<file path="src/rtl/tccs_pkg.sv">
// Shared types and constants for the text console cursor and scroll block.
package tccs_pkg;

    // Default store geometry
    localparam int DEF_MAX_COLS = 128;
    localparam int DEF_MAX_ROWS = 64;

    // Widths of store coordinates across the whole parameter range
    localparam int ROW_W = 7;
    localparam int COL_W = 8;

    // Character codes
    localparam logic [7:0] CH_NUL = 8'd0;
    localparam logic [7:0] CH_TAB = 8'd9;
    localparam logic [7:0] CH_LF  = 8'd10;
    localparam logic [7:0] CH_CR  = 8'd13;

    // Tab stop spacing (power of two)
    localparam logic [7:0] TAB_STOP = 8'd4;

    // Configuration register indexes
    localparam int CFG_IDX_W = 2;
    localparam logic [CFG_IDX_W-1:0] REG_COLUMNS  = 2'd0;
    localparam logic [CFG_IDX_W-1:0] REG_ROWS     = 2'd1;
    localparam logic [CFG_IDX_W-1:0] REG_FG_INDEX = 2'd2;
    localparam logic [CFG_IDX_W-1:0] REG_BG_INDEX = 2'd3;

    // Reset values
    localparam logic [7:0]  RST_COLUMNS  = 8'd80;
    localparam logic [6:0]  RST_ROWS     = 7'd25;
    localparam logic [7:0]  RST_FG_INDEX = 8'd7;
    localparam logic [7:0]  RST_BG_INDEX = 8'd0;
    localparam logic [15:0] ATTR_RESET   = 16'h0007;

    // Request to the remainder unit
    typedef struct packed {
        logic       start;
        logic [7:0] a;
        logic [7:0] b;
    } mod_req_t;

    // Response from the remainder unit
    typedef struct packed {
        logic       done;
        logic [7:0] rem;
    } mod_rsp_t;

    // Write request to the cell store
    typedef struct packed {
        logic             cwe;
        logic             awe;
        logic [ROW_W-1:0] row;
        logic [COL_W-1:0] col;
        logic [7:0]       cdata;
        logic [15:0]      adata;
    } store_wr_t;

endpackage

</file>
<file path="src/rtl/tccs_mod.sv">
// Iterative restoring remainder unit, one quotient bit per cycle.
module tccs_mod
    import tccs_pkg::*;
(
    input  logic     clk,
    input  logic     rst_n,
    input  mod_req_t req,
    output mod_rsp_t rsp
);

    logic        busy_reg;
    logic        done_reg;
    logic [2:0]  step_reg;
    logic [7:0]  rem_reg;
    logic [14:0] dsh_reg;

    always_ff @(posedge clk or negedge rst_n)
    begin
        if (!rst_n)
        begin
            busy_reg <= 1'b0;
            done_reg <= 1'b0;
            step_reg <= 3'd0;
        end
        else
        begin
            done_reg <= 1'b0;
            if (req.start)
            begin
                busy_reg <= 1'b1;
                step_reg <= 3'd7;
            end
            else if (busy_reg)
            begin
                step_reg <= step_reg - 3'd1;
                if (step_reg == 3'd0)
                begin
                    busy_reg <= 1'b0;
                    done_reg <= 1'b1;
                end
            end
        end
    end

    // Subtract the shifted divisor wherever it fits
    always_ff @(posedge clk)
    begin
        if (req.start)
        begin
            rem_reg <= req.a;
            dsh_reg <= {req.b, 7'd0};
        end
        else if (busy_reg)
        begin
            if ({7'd0, rem_reg} >= dsh_reg)
            begin
                rem_reg <= rem_reg - dsh_reg[7:0];
            end
            dsh_reg <= {1'b0, dsh_reg[14:1]};
        end
    end

    assign rsp.done = done_reg;
    assign rsp.rem  = rem_reg;

endmodule

</file>
<file path="src/rtl/tccs_store.sv">
// Character and attribute cell memories with the clearing pass after reset.
module tccs_store
    import tccs_pkg::*;
#(
    parameter int MAX_COLS = DEF_MAX_COLS,
    parameter int MAX_ROWS = DEF_MAX_ROWS
)
(
    input  logic      clk,
    input  logic      rst_n,
    input  store_wr_t wr,
    output logic      clearing
);

    localparam int DEPTH = MAX_COLS * MAX_ROWS;
    localparam int AW    = (DEPTH > 1) ? $clog2(DEPTH) : 1;

    logic [7:0]    char_mem [DEPTH];
    logic [15:0]   attr_mem [DEPTH];

    logic          clr_reg;
    logic [AW-1:0] idx_reg;
    logic [AW-1:0] addr;
    logic          in_range;

    assign in_range = (int'(wr.row) < MAX_ROWS) && (int'(wr.col) < MAX_COLS);
    assign addr     = AW'(int'(wr.row) * MAX_COLS + int'(wr.col));

    // Sweep every entry once after reset
    always_ff @(posedge clk or negedge rst_n)
    begin
        if (!rst_n)
        begin
            clr_reg <= 1'b1;
            idx_reg <= '0;
        end
        else if (clr_reg)
        begin
            idx_reg <= idx_reg + AW'(1);
            if (idx_reg == AW'(DEPTH - 1))
            begin
                clr_reg <= 1'b0;
            end
        end
    end

    always_ff @(posedge clk)
    begin
        if (clr_reg)
        begin
            char_mem[idx_reg] <= 8'd0;
            attr_mem[idx_reg] <= ATTR_RESET;
        end
        else
        begin
            if (wr.cwe && in_range)
            begin
                char_mem[addr] <= wr.cdata;
            end
            if (wr.awe && in_range)
            begin
                attr_mem[addr] <= wr.adata;
            end
        end
    end

    assign clearing = clr_reg;

endmodule

</file>
<file path="src/rtl/text_console_cursor_scroll.sv">
// Top level of the text console cursor and scroll block.
//
// Usage: one character byte per input beat on in_valid/in_ready/char_code.
// Each accepted byte yields exactly one result beat on out_valid/out_ready:
// the cell write (if a printable byte was stored), the scroll notice, the
// first shown store row and the cursor after the byte.
// Configuration beats (cfg_valid/cfg_ready, cfg_index, cfg_data) set the
// column and row counts and the foreground/background indexes; cfg_ready is
// always high and writes are meant only while the block is idle.
// Timing: an accepted byte goes into the working registers, is evaluated,
// and its result is then registered in the output register. A row index or
// column wrap that does not fit one subtract goes through the 8-step
// remainder unit. A scroll runs the remainder unit once and then zeroes
// the characters of the oldest row one cell per cycle.
// Reset: cursor and first row go to zero, registers to their defaults, and
// the cell store is swept, one entry per cycle, over all MAX_ROWS * MAX_COLS
// entries (8192 by default); in_ready stays low during the sweep.
// Stall: a finished result waits in the output register; a following byte is
// still accepted and held until the output register frees up.
module text_console_cursor_scroll
    import tccs_pkg::*;
#(
    parameter int MAX_COLS = DEF_MAX_COLS,
    parameter int MAX_ROWS = DEF_MAX_ROWS
)
(
    input  logic                 clk,
    input  logic                 rst_n,
    // configuration channel
    input  logic                 cfg_valid,
    output logic                 cfg_ready,
    input  logic [CFG_IDX_W-1:0] cfg_index,
    input  logic [7:0]           cfg_data,
    // input channel
    input  logic                 in_valid,
    output logic                 in_ready,
    input  logic [7:0]           char_code,
    // output channel
    output logic                 out_valid,
    input  logic                 out_ready,
    output logic                 cell_written,
    output logic [5:0]           cell_row,
    output logic [6:0]           cell_col,
    output logic [7:0]           cell_char,
    output logic [15:0]          cell_attr,
    output logic                 scrolled,
    output logic [5:0]           cleared_row,
    output logic [5:0]           first_row,
    output logic [6:0]           cursor_col,
    output logic [5:0]           cursor_row
);

    // Sequencer states
    localparam logic [2:0] S_IDLE = 3'd0;
    localparam logic [2:0] S_PMOD = 3'd1;  // wait for physical row remainder
    localparam logic [2:0] S_EVAL = 3'd2;  // store the cell, wrap, check scroll
    localparam logic [2:0] S_XMOD = 3'd3;  // wait for column remainder
    localparam logic [2:0] S_SMOD = 3'd4;  // wait for oldest row remainder
    localparam logic [2:0] S_CLR  = 3'd5;  // zero the oldest row
    localparam logic [2:0] S_DONE = 3'd6;  // hand the result to the output

    // Configuration
    logic [7:0]  columns_reg;
    logic [6:0]  rows_reg;
    logic [7:0]  fg_reg;
    logic [7:0]  bg_reg;

    // Architectural state
    logic [6:0]  cursor_x_reg;
    logic [5:0]  cursor_y_reg;
    logic [6:0]  top_reg;

    // Working registers for the item in flight
    logic [2:0]  state_reg;
    logic [2:0]  state_next;
    logic        written_reg;
    logic [7:0]  char_reg;
    logic [15:0] attr_reg;
    logic [6:0]  wcol_reg;
    logic [6:0]  phys_reg;
    logic [7:0]  x_reg;
    logic [6:0]  y_reg;
    logic [6:0]  top_new_reg;
    logic        scrolled_reg;
    logic [6:0]  cleared_reg;
    logic [7:0]  k_reg;

    // Output register
    logic        out_valid_reg;
    logic        cell_written_reg;
    logic [5:0]  cell_row_reg;
    logic [6:0]  cell_col_reg;
    logic [7:0]  cell_char_reg;
    logic [15:0] cell_attr_reg;
    logic        scrolled_out_reg;
    logic [5:0]  cleared_row_reg;
    logic [5:0]  first_row_reg;
    logic [6:0]  cursor_col_reg;
    logic [5:0]  cursor_row_reg;

    // Submodule links
    mod_req_t    mreq;
    mod_rsp_t    mrsp;
    store_wr_t   swr;
    logic        clearing;

    // Effective sizes
    logic [7:0]  cols_eff;
    logic [6:0]  rows_eff;

    // Accept-time values
    logic        in_acc;
    logic        printable;
    logic [7:0]  sum_a;
    logic [7:0]  sum_sub;
    logic        phys_ok;
    logic [7:0]  phys_fast;
    logic [7:0]  x_in;
    logic [7:0]  tab_sum;
    logic [7:0]  x1;
    logic [6:0]  y1;

    // Evaluation-time values
    logic        wrap;
    logic [7:0]  xd;
    logic        x_fast_ok;
    logic [7:0]  x2;
    logic [6:0]  y2;
    logic        need_scroll;
    logic        out_free;
    logic        load;
    logic [7:0]  fin_x;
    logic [6:0]  fin_y;
    logic [7:0]  rem_inc;

    assign cols_eff = (columns_reg == 8'd0) ? 8'd1 :
                      (int'(columns_reg) > MAX_COLS) ? 8'(MAX_COLS) : columns_reg;
    assign rows_eff = (rows_reg == 7'd0) ? 7'd1 :
                      (int'(rows_reg) > MAX_ROWS) ? 7'(MAX_ROWS) : rows_reg;

    assign cfg_ready = 1'b1;
    assign in_ready  = (state_reg == S_IDLE) && !clearing;
    assign in_acc    = in_valid && in_ready;
    assign out_free  = !out_valid_reg || out_ready;

    // Decode the byte against the current cursor
    assign printable = (char_code != CH_NUL) && (char_code != CH_TAB) &&
                       (char_code != CH_CR) && (char_code != CH_LF);
    assign sum_a     = {1'b0, top_reg} + {2'b00, cursor_y_reg};
    assign sum_sub   = sum_a - {1'b0, rows_eff};
    assign phys_ok   = (sum_a < {1'b0, rows_eff}) || (sum_sub < {1'b0, rows_eff});
    assign phys_fast = (sum_a < {1'b0, rows_eff}) ? sum_a : sum_sub;
    assign x_in      = {1'b0, cursor_x_reg};
    assign tab_sum   = x_in + TAB_STOP;

    always_comb
    begin
        x1 = x_in;
        y1 = {1'b0, cursor_y_reg};
        case (char_code)
            CH_NUL:
            begin
                x1 = x_in;
            end
            CH_TAB:
            begin
                x1 = {tab_sum[7:2], 2'b00};
            end
            CH_CR:
            begin
                x1 = 8'd0;
            end
            CH_LF:
            begin
                x1 = 8'd0;
                y1 = {1'b0, cursor_y_reg} + 7'd1;
            end
            default:
            begin
                x1 = x_in + 8'd1;
            end
        endcase
    end

    // Column wrap, fast when a single subtract brings it in range
    assign wrap      = x_reg >= cols_eff;
    assign xd        = x_reg - cols_eff;
    assign x_fast_ok = !wrap || (xd < cols_eff);
    assign x2        = wrap ? xd : x_reg;
    assign y2        = y_reg + {6'd0, wrap};
    assign need_scroll = (state_reg == S_XMOD) ? (y_reg >= rows_eff) : (y2 >= rows_eff);
    assign rem_inc   = mrsp.rem + 8'd1;

    // Result goes out directly from evaluation when nothing else is pending, else from S_DONE
    always_comb
    begin
        load  = 1'b0;
        fin_x = x_reg;
        fin_y = y_reg;
        case (state_reg)
            S_EVAL:
            begin
                fin_x = x2;
                fin_y = y2;
                load  = x_fast_ok && !need_scroll && out_free;
            end
            S_DONE:
            begin
                load = out_free;
            end
            default:
            begin
                load = 1'b0;
            end
        endcase
    end

    // Sequencer and remainder requests
    always_comb
    begin
        state_next = state_reg;
        mreq.start = 1'b0;
        mreq.a     = sum_a;
        mreq.b     = {1'b0, rows_eff};
        case (state_reg)
            S_IDLE:
            begin
                if (in_acc)
                begin
                    if (char_code == CH_NUL)
                    begin
                        state_next = S_DONE;
                    end
                    else if (printable && !phys_ok)
                    begin
                        mreq.start = 1'b1;
                        state_next = S_PMOD;
                    end
                    else
                    begin
                        state_next = S_EVAL;
                    end
                end
            end
            S_PMOD:
            begin
                if (mrsp.done)
                begin
                    state_next = S_EVAL;
                end
            end
            S_EVAL:
            begin
                if (!x_fast_ok)
                begin
                    mreq.start = 1'b1;
                    mreq.a     = x_reg;
                    mreq.b     = cols_eff;
                    state_next = S_XMOD;
                end
                else if (need_scroll)
                begin
                    mreq.start = 1'b1;
                    mreq.a     = {1'b0, top_reg};
                    state_next = S_SMOD;
                end
                else if (load)
                begin
                    state_next = S_IDLE;
                end
                else
                begin
                    state_next = S_DONE;
                end
            end
            S_XMOD:
            begin
                if (mrsp.done)
                begin
                    if (need_scroll)
                    begin
                        mreq.start = 1'b1;
                        mreq.a     = {1'b0, top_reg};
                        state_next = S_SMOD;
                    end
                    else
                    begin
                        state_next = S_DONE;
                    end
                end
            end
            S_SMOD:
            begin
                if (mrsp.done)
                begin
                    state_next = S_CLR;
                end
            end
            S_CLR:
            begin
                if (k_reg == cols_eff - 8'd1)
                begin
                    state_next = S_DONE;
                end
            end
            S_DONE:
            begin
                if (load)
                begin
                    state_next = S_IDLE;
                end
            end
            default:
            begin
                state_next = S_IDLE;
            end
        endcase
    end

    // Store writes: the cell in evaluation, zero characters while clearing a row
    always_comb
    begin
        swr.cwe   = 1'b0;
        swr.awe   = 1'b0;
        swr.row   = phys_reg;
        swr.col   = {1'b0, wcol_reg};
        swr.cdata = char_reg;
        swr.adata = attr_reg;
        case (state_reg)
            S_EVAL:
            begin
                swr.cwe = written_reg && (int'(wcol_reg) < MAX_COLS);
                swr.awe = written_reg && (int'(wcol_reg) < MAX_COLS);
            end
            S_CLR:
            begin
                swr.cwe   = 1'b1;
                swr.row   = cleared_reg;
                swr.col   = k_reg;
                swr.cdata = 8'd0;
            end
            default:
            begin
                swr.cwe = 1'b0;
            end
        endcase
    end

    // Control state
    always_ff @(posedge clk or negedge rst_n)
    begin
        if (!rst_n)
        begin
            state_reg     <= S_IDLE;
            out_valid_reg <= 1'b0;
            columns_reg   <= RST_COLUMNS;
            rows_reg      <= RST_ROWS;
            fg_reg        <= RST_FG_INDEX;
            bg_reg        <= RST_BG_INDEX;
            cursor_x_reg  <= 7'd0;
            cursor_y_reg  <= 6'd0;
            top_reg       <= 7'd0;
        end
        else
        begin
            state_reg <= state_next;
            if (cfg_valid)
            begin
                case (cfg_index)
                    REG_COLUMNS:  columns_reg <= cfg_data;
                    REG_ROWS:     rows_reg    <= cfg_data[6:0];
                    REG_FG_INDEX: fg_reg      <= cfg_data;
                    REG_BG_INDEX: bg_reg      <= cfg_data;
                    default:      fg_reg      <= fg_reg;
                endcase
            end
            // Commit the cursor and first row with the result
            if (load)
            begin
                out_valid_reg <= 1'b1;
                cursor_x_reg  <= fin_x[6:0];
                cursor_y_reg  <= fin_y[5:0];
                top_reg       <= top_new_reg;
            end
            else if (out_ready)
            begin
                out_valid_reg <= 1'b0;
            end
        end
    end

    // Working registers of the item in flight
    always_ff @(posedge clk)
    begin
        case (state_reg)
            S_IDLE:
            begin
                if (in_acc)
                begin
                    written_reg  <= printable;
                    char_reg     <= char_code;
                    attr_reg     <= {bg_reg, fg_reg};
                    wcol_reg     <= cursor_x_reg;
                    phys_reg     <= phys_fast[6:0];
                    x_reg        <= x1;
                    y_reg        <= y1;
                    top_new_reg  <= top_reg;
                    scrolled_reg <= 1'b0;
                    cleared_reg  <= 7'd0;
                end
            end
            S_PMOD:
            begin
                if (mrsp.done)
                begin
                    phys_reg <= mrsp.rem[6:0];
                end
            end
            S_EVAL:
            begin
                y_reg <= y2;
                if (x_fast_ok)
                begin
                    x_reg <= x2;
                end
            end
            S_XMOD:
            begin
                if (mrsp.done)
                begin
                    x_reg <= mrsp.rem;
                end
            end
            S_SMOD:
            begin
                if (mrsp.done)
                begin
                    cleared_reg  <= mrsp.rem[6:0];
                    top_new_reg  <= (rem_inc == {1'b0, rows_eff}) ? 7'd0 : rem_inc[6:0];
                    y_reg        <= rows_eff - 7'd1;
                    scrolled_reg <= 1'b1;
                    k_reg        <= 8'd0;
                end
            end
            S_CLR:
            begin
                k_reg <= k_reg + 8'd1;
            end
            default:
            begin
                k_reg <= k_reg;
            end
        endcase
    end

    // Output register payload; unused fields read as zero
    always_ff @(posedge clk)
    begin
        if (load)
        begin
            cell_written_reg <= written_reg;
            cell_row_reg     <= written_reg ? phys_reg[5:0] : 6'd0;
            cell_col_reg     <= written_reg ? wcol_reg : 7'd0;
            cell_char_reg    <= written_reg ? char_reg : 8'd0;
            cell_attr_reg    <= written_reg ? attr_reg : 16'd0;
            scrolled_out_reg <= scrolled_reg;
            cleared_row_reg  <= scrolled_reg ? cleared_reg[5:0] : 6'd0;
            first_row_reg    <= top_new_reg[5:0];
            cursor_col_reg   <= fin_x[6:0];
            cursor_row_reg   <= fin_y[5:0];
        end
    end

    tccs_mod u_mod
    (
        .clk   (clk),
        .rst_n (rst_n),
        .req   (mreq),
        .rsp   (mrsp)
    );

    tccs_store #(
        .MAX_COLS (MAX_COLS),
        .MAX_ROWS (MAX_ROWS)
    ) u_store
    (
        .clk      (clk),
        .rst_n    (rst_n),
        .wr       (swr),
        .clearing (clearing)
    );

    assign out_valid    = out_valid_reg;
    assign cell_written = cell_written_reg;
    assign cell_row     = cell_row_reg;
    assign cell_col     = cell_col_reg;
    assign cell_char    = cell_char_reg;
    assign cell_attr    = cell_attr_reg;
    assign scrolled     = scrolled_out_reg;
    assign cleared_row  = cleared_row_reg;
    assign first_row    = first_row_reg;
    assign cursor_col   = cursor_col_reg;
    assign cursor_row   = cursor_row_reg;

endmodule
</file>
<file path="config.mk">
export PLATFORM = sky130hd
export DESIGN_NAME = text_console_cursor_scroll
export DESIGN_NICKNAME = d
export VERILOG_FILES = /design/src/rtl/tccs_pkg.sv /design/src/rtl/tccs_mod.sv /design/src/rtl/tccs_store.sv /design/src/rtl/text_console_cursor_scroll.sv
export SDC_FILE = /design/constraint.sdc
export NUM_CORES = 1
export LEC_CHECK = 0
export ABC_AREA = 1
export BUFFER_PORTS_ARGS = -buffer_cell sky130_fd_sc_hd__clkbuf_2
export CORE_MARGIN = 2
export CORE_UTILIZATION = 45
export CTS_CLUSTER_DIAMETER = 200
export CTS_CLUSTER_SIZE = 12
export DETAILED_ROUTE_END_ITERATION = 12
export GPL_ROUTABILITY_DRIVEN = 0
export PLACE_DENSITY = 0.67
export SLEW_MARGIN = 25
export SYNTH_ARGS = -nofsm -noshare
export SYNTH_HDL_FRONTEND = slang
export SYNTH_SLANG_ARGS = --single-unit
</file>
<file path="constraint.sdc">
create_clock -name clk -period 6 [get_ports clk]
set_clock_uncertainty 0.1 [all_clocks]
set_input_delay 0.6 -clock clk [delete_from_list [all_inputs] [get_ports clk]]
set_output_delay 0.6 -clock clk [all_outputs]
set_load 0.1 [all_outputs]
</file>
* Yosys cells after proc, flatten, opt, wreduce, memory -nomap -nowiden *
Index checks and enable logic that the tools add are counted.

word-level totals
  bits in registers = 236
  output and inout port bits = 67
  logic and storage cells = 203

operators by class
  add/sub/neg operators = 14
  $lt $le $gt $ge = 9
  equality and inequality tests = 25
  multiplexer cells = 73
  reduce and logical (&&, ||, !) cells = 44

operator list
  cell                   number
  $mux 8                 12
  $mux 7                 9
  $pmux 8 s3             2
  $mux 3                 12
  $pmux 8 s2             2
  $mux 15                2
  $mux 6                 5
  $mux 9                 3
  $eq 8x4->1 const B     3
  $ne 8x4->1 const B     3
  $pmux 6 s2             2
  $pmux 3 s7             1
  $pmux 7 s3             1
  $add 8x1->8 const B    2
  $logic_not 8->1        2
  $lt 8x7->1             2
  $mux 1                 16
  $sub 8x8->8            2
  $ge 8x15->1            1
  $ge 7x7->1             2
  $pmux 7 s2             1
  $reduce_and 2->1       7
  $add 13x1->13 const B  1
  $eq 13x13->1 const B   1
  other kinds (38)       71

* Logic depth before layout (Yosys ltp) *
Gate-level depths: netlist of run 1.

  depth after elaboration = 15
  depth in mapped cells = 32
  mapped depth without buffers = 32

* Hierarchy *
From an unflattened synthesis of run 1, not the netlist that was laid out.

unflattened totals
  cell total of the unflattened synthesis = 1530
  area, all modules = 13304.0 um2

modules (own cells, without submodules)
  module                      instances  cells an instance  area each (um2)  seq. area each (um2)
  text_console_cursor_scroll  1          1260               11011.8          5620.4
  tccs_mod                    1          176                1527.7           745.7
  tccs_store                  1          94                 764.5            351.6

* Least setup slack after synthesis of run 1 *
No wires, ideal clock.

  path kind = reg2reg
  start = register columns_reg[2]
  end = register cell_attr_reg[0], in the netlist cell_attr[0], enable pin
  setup time = 378 ps
  arrival time = 4383 ps
  path slack = 1139 ps
  cell stages (with the launch flop) = 27
  buffers on the path = 1
  clock period less this slack = 4861 ps
  path through = dfrtp_1 -> nor2_1 -> nand2_1 -> o21ai_4 -> nand2_2 -> inv_1 -> ha_1 -> inv_1 -> fa_1 -> nand3_1 -> nand3_1 -> nand2_1 -> nand3_2 -> ha_1 -> ha_1 -> nand4_1 -> nor2_1 -> xor2_1 -> ha_1 -> nand2_1 -> inv_1 -> a21oi_1 -> nand3_1 -> nand2_1 -> nand4_2 -> o21ai_4 -> buf_4

on the way
  longest elaborated chain between the ends = 11

ends and longest elaborated chain
  item                                RTL line                           source
  start: declaration                  text_console_cursor_scroll.sv:63   logic [7:0] columns_reg;
  start signal: assignment            text_console_cursor_scroll.sv:370  REG_COLUMNS: columns_reg <= cfg_data;
  $gt 8x8->1                          text_console_cursor_scroll.sv:137  (int'(columns_reg) > MAX_COLS) ? 8'(MAX_COLS) : columns_reg;
  $mux 8                              text_console_cursor_scroll.sv:137
  $mux 8 (*)                          text_console_cursor_scroll.sv:136  assign cols_eff = (columns_reg == 8'd0) ? 8'd1 :
  $ge 8x8->1                          text_console_cursor_scroll.sv:186  assign wrap = x_reg >= cols_eff;
  $add 7x1->7                         text_console_cursor_scroll.sv:190  assign y2 = y_reg + {6'd0, wrap};
  $ge 7x7->1                          text_console_cursor_scroll.sv:191  assign need_scroll = (state_reg == S_XMOD) ? (y_reg >= rows_eff) : (y2 >= rows_eff);
  $mux 1                              text_console_cursor_scroll.sv:191
  $logic_not 1->1                     text_console_cursor_scroll.sv:205  load = x_fast_ok && !need_scroll && out_free;
  $logic_and 1x1->1 (*) (2 in a row)  text_console_cursor_scroll.sv:205
  $pmux 1 s2 (*)                      text_console_cursor_scroll.sv:200  case (state_reg)
  net load                            text_console_cursor_scroll.sv:131  logic load;
  end signal: assignment              text_console_cursor_scroll.sv:465  cell_attr_reg <= written_reg ? attr_reg : 16'd0;
  end: declaration                    text_console_cursor_scroll.sv:94   logic [15:0] cell_attr_reg;

Mark *: on every way through the listed nets, which the timed path passes. The rest lies on a longest branch.
A chain may end at the register's enable or synchronous reset.

* Worst setup path in the final report of run 1 *
  start = register columns_reg[2]
  end = register u_mod.dsh_reg[14], enable pin

on the way
  longest elaborated chain between the ends = 11

ends and longest elaborated chain
  item                             RTL line                                                              source
  $gt 8x8->1                       text_console_cursor_scroll.sv:137
  $mux 8                           text_console_cursor_scroll.sv:137
  $mux 8 (*)                       text_console_cursor_scroll.sv:136
  $ge 8x8->1                       text_console_cursor_scroll.sv:186
  $add 7x1->7                      text_console_cursor_scroll.sv:190
  $ge 7x7->1                       text_console_cursor_scroll.sv:191
  $mux 1                           text_console_cursor_scroll.sv:191
  $mux 9                           text_console_cursor_scroll.sv:261, text_console_cursor_scroll.sv:280
  $mux 9 (on tied branches)        text_console_cursor_scroll.sv:278, text_console_cursor_scroll.sv:254
  $pmux 1 s3 (*)                   text_console_cursor_scroll.sv:225                                     case (state_reg)
  $reduce_bool 2->1 (no line) (*)  --
  end signal: assignment           tccs_mod.sv:51                                                        dsh_reg <= {req.b, 7'd0};
  end signal: assignment           tccs_mod.sv:59                                                        dsh_reg <= {1'b0, dsh_reg[14:1]};
  end: declaration                 tccs_mod.sv:15                                                        logic [14:0] dsh_reg;

Mark *: on every way between the ends. The rest lies on a longest branch, timed or not.

==> metrics.cfg, run 1 <==
[cts]
path_clk_slew_ns = 0.06
cts_max_level = 1
holdBufCountCts = 0
cts_max_path_buffers = 3
cts_tree = built
clkSinkCount = 236
numCtsBuffers = 23
insertion_delay_ns = 0.54
cts_root_buf = clkbuf_16

[setup_path]
cp.buffers_inverters = 5
required_ns = 6.15
critical_path.top_delay_family = simple AND/OR/NAND/NOR gates
worstPathMaxFanout = 35
max_stage_delay_ns = 0.43
path_class = flop to flop
cp_slowest_cell = dfrtp_1
arrival_ns = 5.62
crit_top_cell = nand2_1
setup.worst_path.start_class = flop
end_kind = flop

[routing]
drt_wl_total_um = 32060
via_per_inst = 5.237
drt-initial-drc-count = 1105
via_count = 10243
wl_per_cell_um = 16.39
dr.pass1.iters = 6
drc = 0
postRouteAntennaNets = 0

[sta]
fin_crit_ns = 5.465
slew_headroom = 0.4482
drv_slew = 0
setup_slack_ns = 0.5351
setup-violations-final = 0
tightestPinTransition_ns = 0.8190
finalSetupTns_ns = 0
max_freq_mhz = 183.0
grt_setup_unrepaired = false
hold_viol_final = 0
fin_crit_sh = 0.9108

[yosys]
synth-seq-cells = 236
netlist_area_um2 = 12960
synth_warnings = 0
yosysMostFrequentCell = nand2_1
synthCells = 1459
synth_edf_count = 155
synth_top_area_share = 0.3592
synth_nets = 1556
synth_common_cells = nand2_1, inv_1, edfxtp_1
postSynth.asyncResetShare = 0.3136
yosysTopAreaCell = edfxtp_1
ys_types = 56
synthFlopType = edfxtp_1
seq_area_frac_synth = 0.5138
synthTopCellsByArea = edfxtp_1, dfrtp_1, nand2_1
avgSynthCellArea_um2 = 8.881

[floorplanning]
fp-row-count = 62
die_y_um = 173.7
core_um2 = 28550
fp.dieArea_um2 = 30170
dieWidth_um = 173.7
ios = 90
initial_core_util = 0.4539

[place]
port-buffer-count = 88
place_ws_ns = 0.4384
dp_hpwl_um = 23840

[global_routing]
grt_start_max_net_pins = 75
grt_usage = 0.2118
grt_pass1_wl_um = 50940
antenna_found_initial = 0
grt_pass1_vias = 9690
grt_overflow = 0

[status]
status = finished, final reports clean

[finish]
final_nets = 1652
syn_to_final_growth_pct = 12.46
num_antenna_cells = 0
multi_input_area_um2 = 5385
fin_util = 0.5104
ff_latch_area_um2 = 6658
layout-drive-gt1-share = 0.1164
final.fill_count = 2621

[min_path]
hp-class = primary input to async pin

[run]
drv_cap = 0

kinds of logic (layout without fill, tap and decap cells):
logic type,after synthesis,in the layout,synth area share
AND/OR/NAND/NOR,649,649,0.2094
multiplexers,1,1,0.0008690
AO/OA/AOI/OAI,205,205,0.09328
other,1,1,0.0002894
XOR/XNOR,54,54,0.03650
flip-flops,236,236,0.5138
buffers and inverters,239,352,0.07204
adder cells (fa/ha/maj),74,74,0.07377
metal layers:
metal / part of all wire / global-route usage / routed length [um] / up-vias
met3: 0.069 / 0.02478 / 2223 / 98
li1: - / - / - / 5016
met5: 0 / 0 / 0 / -
met1: 0.43 / 0.2864 / 13770 / 4758
met4: 0.038 / 0.07948 / 1227 / 0
met2: 0.46 / 0.3522 / 14840 / 371
worst register-to-register path, delay by kind of cell, from the launching register on:
family                     cells  cell delay, ns
and+or+nand+nor               16            1.96
adders and majority gates      5            1.31
AOI/OAI and AO/OA              3            0.61
buffers and inverters          5            0.56
DFF                            1            0.43
xor gates and xnor gates       1            0.19
cells in the final DEF (no fill, tap or decap), types with 3 or more instances in the layout:
cell	count
a21oi_1	31
a22oi_1	7
buf_12	3
buf_4	8
clkbuf_1	17
clkbuf_16	23
clkbuf_2	87
dfrtp_1	65
dfstp_2	9
dfxtp_1	7
edfxtp_1	155
fa_1	4
ha_1	70
inv_1	196
inv_2	15
nand2_1	424
nand2_2	9
nand3_1	70
nand3_2	3
nand3b_1	6
nand4_1	21
nor2_1	89
nor2_2	5
nor3_1	8
nor4_1	3
o2111ai_1	4
o211ai_1	14
o21ai_0	89
o21ai_1	32
o221ai_1	5
or2_2	5
xnor2_1	18
xor2_1	36
layout make-up:
cell class              instances  share of cell area
well taps                     384             0.03297
repair buffers                 99             0.03890
inverters                     211             0.05435
flip-flops and latches        236              0.4569
clock buffers                  40             0.04388
clock inverters                 2            0.003435
multi-input cells             984              0.3696
worst paths after layout:
| path | startpoint | slack, ns | cells past startpoint | to |
|---|---|---|---|---|
| max | columns_reg[2] | 0.54 | 30 | u_mod.dsh_reg[14] |
| min | rst_n | 0.01 | 1 | fg_reg[7] |
| max reg2reg | columns_reg[2] | 0.54 | 30 | u_mod.dsh_reg[14] |
| min reg2reg | bg_reg[2] | 0.35 | 0 | attr_reg[10] |
| max in group asynchronous | rst_n | 5.27 | 1 | u_store.idx_reg[4] |
| min in group clk | char_code[5] | 0.17 | 1 | char_reg[5] |
per-stage QoR:
step           instance area (um^2)  hold WS, ns  cells
6_report                      14570      0.01064   1956
2_1_floorplan                 12960       0.2044   1459
4_1_cts                       14550       0.1485   1956
3_3_place_gp                  13860       0.3293   1914
5_1_grt                       14570      0.05247   1956
3_5_place_dp                  13860       0.3317   1914
what timing repair did:
action	4_1_cts	5_1_grt
endpoints found under the setup margin	0	16
buffers inserted	0	0
gates resized for setup	0	3
Power of run 1 is left out: the tool's default activity adds up to more than one toggle a clock period on the data nets, which glitch-free logic cannot reach.
==> inputs of run 2 (changes only) <==
- CORE_UTILIZATION: 45 -> 60
- PLACE_DENSITY: 0.67 -> 0.79
==> metrics.cfg, run 2 (synthesis gave the netlist of run 1 again) <==
[status]
status = finished, violations left  ; was finished, final reports clean
failed_checks = negative hold slack

[global_routing]
grt_start_max_net_pins = 99  ; was 75
grt_overflow = 0  ; unchanged
grt_usage = 0.2827  ; was 0.2118
grt_pass1_vias = 9766  ; was 9,690
grt_pass1_wl_um = 49860  ; was 50,940 um
antenna_found_initial = 1  ; was 0

[finish]
syn_to_final_growth_pct = 10.82  ; was 12.46%
final_common_cell = nand2_1  ; unchanged
fin_area_um2 = 14360  ; was 14,570 um^2
final_cell_mix = nand2_1, inv_1, edfxtp_1, nor2_1, o21ai_0  ; unchanged
final_nets = 1646  ; was 1,652
layout-drive-gt1-share = 0.1130  ; was 0.1164

[floorplanning]
die_y_um = 151.0  ; was 173.7 um
core_um2 = 21090  ; was 28,550 um^2
fp-row-count = 53  ; was 62
ios = 90  ; unchanged
dieWidth_um = 151.0  ; was 173.7 um
fp.dieArea_um2 = 22790  ; was 30,170 um^2
initial_core_util = 0.6145  ; was 0.4539

[setup_path]
rr_endpoint = u_mod.dsh_reg[9]  ; was u_mod.dsh_reg[14]
required_ns = 6.15  ; about the same
max_stage_delay_ns = 0.43  ; about the same
crit_top_cell = nand2_1  ; unchanged
worstPathMaxFanout = 35  ; unchanged
setup.worst_path.start_class = flop  ; unchanged
reg2reg_slack_ns = 0.54  ; about the same
r2r-start = columns_reg[2]  ; unchanged
path_class = flop to flop  ; unchanged
crit_end = u_mod.dsh_reg[9]  ; was u_mod.dsh_reg[14]
end_kind = flop  ; unchanged
arrival_ns = 5.61  ; was 5.62 ns
cp_slowest_cell = dfrtp_1  ; unchanged
worstRegToRegCells = 30  ; unchanged
critPathLaunch = columns_reg[2]  ; unchanged

[place]
port-buffer-count = 88  ; unchanged
dp_hpwl_um = 23030  ; was 23,840 um
placed_cell_area_um2 = 13660  ; was 13,860 um^2

[sta]
tightestPinTransition_ns = 0.7942  ; was 0.8190 ns
fin_crit_sh = 0.9098  ; was 0.9108
finalSetupTns_ns = 0  ; unchanged
slew_headroom = 0.4698  ; was 0.4482
setup-violations-final = 0  ; unchanged
grt_setup_unrepaired = false  ; unchanged
drv_slew = 0  ; unchanged
max_freq_mhz = 183.2  ; was 183.0 MHz
whs_ns = -0.002760  ; was 0.01064 ns
fin_crit_ns = 5.459  ; was 5.465 ns
hold_viol_final = 1  ; was 0

[routing]
drc = 0  ; unchanged
drt_wl_total_um = 31520  ; was 32,060 um
postRouteAntennaNets = 0  ; unchanged
drt-initial-drc-count = 903  ; was 1,105
via_per_inst = 5.660  ; was 5.237
dr.pass1.iters = 6  ; unchanged
via_count = 10425  ; was 10.24k
wl_per_cell_um = 17.11  ; was 16.39 um

[cts]
cts_tree = built  ; unchanged
clkSinkCount = 236  ; unchanged
path_clk_slew_ns = 0.06  ; about the same
cts_root_buf = clkbuf_16  ; unchanged
cts_max_path_buffers = 3  ; unchanged
insertion_delay_ns = 0.54  ; about the same
cts_max_level = 1  ; unchanged
numCtsBuffers = 23  ; unchanged

[min_path]
hp-class = primary input to async pin  ; unchanged

[run]
drv_cap = 0  ; unchanged

run 2: worst min-delay path by stage:
stage                               endpoint  slack, ns  cells past startpoint
after floorplan                    bg_reg[0]       0.20                      0
after global placement          attr_reg[14]       0.33                      0
after detailed placement        attr_reg[13]       0.33                      0
after CTS                        char_reg[5]       0.15                      1
after global routing      u_store.idx_reg[2]       0.06                      1
final                     u_store.idx_reg[2]     -0.003                      1
run 2: stage by stage:
stage	setup slack [ns]	util	instances
floorplan	1.139	-	1459
global placement	0.6776	0.6474	1799
detailed placement	0.5146	0.6476	1799
CTS	0.4544	0.6803	1841
global route	0.02699	0.6808	1841
finish	0.5411	0.6810	1842
run 2: cell type report:
| class | count | area, um^2 |
|---|---|---|
| repair buffers | 93 | 496.7 |
| diodes | 1 | 2.502 |
| clock inverters | 2 | 50.05 |
| well taps | 275 | 344.1 |
| multi-input cells | 984 | 5375 |
| fillers | 1635 | 6728 |
| flip-flops and latches | 236 | 6658 |
| inverters | 211 | 794.5 |
| clock buffers | 40 | 639.4 |
run 2: worst max-delay path: cells and delay by family, from the launching register on:
kind            cells  cell delay (ns)
simple gates       16             2.01
fa+ha+maj           5             1.33
compound gates      3             0.57
buf+inv             5             0.55
flops               1             0.43
xor+xnor            1             0.18
run 2: what timing repair did:
item / in CTS / in global routing
hold buffers: 0 / 0
setup endpoints to repair: 0 / 16
setup buffers: 0 / 0
gates resized for setup: 0 / 3
run 2: metal layers:
metal / vias up / part of all wire / track usage
met5: - / 0 / 0
met3: 105 / 0.091 / 0.04819
met4: 0 / 0.045 / 0.1262
met2: 462 / 0.47 / 0.4593
met1: 4844 / 0.40 / 0.3754
li1: 5014 / - / -
Power of run 2 is left out for the same reason.
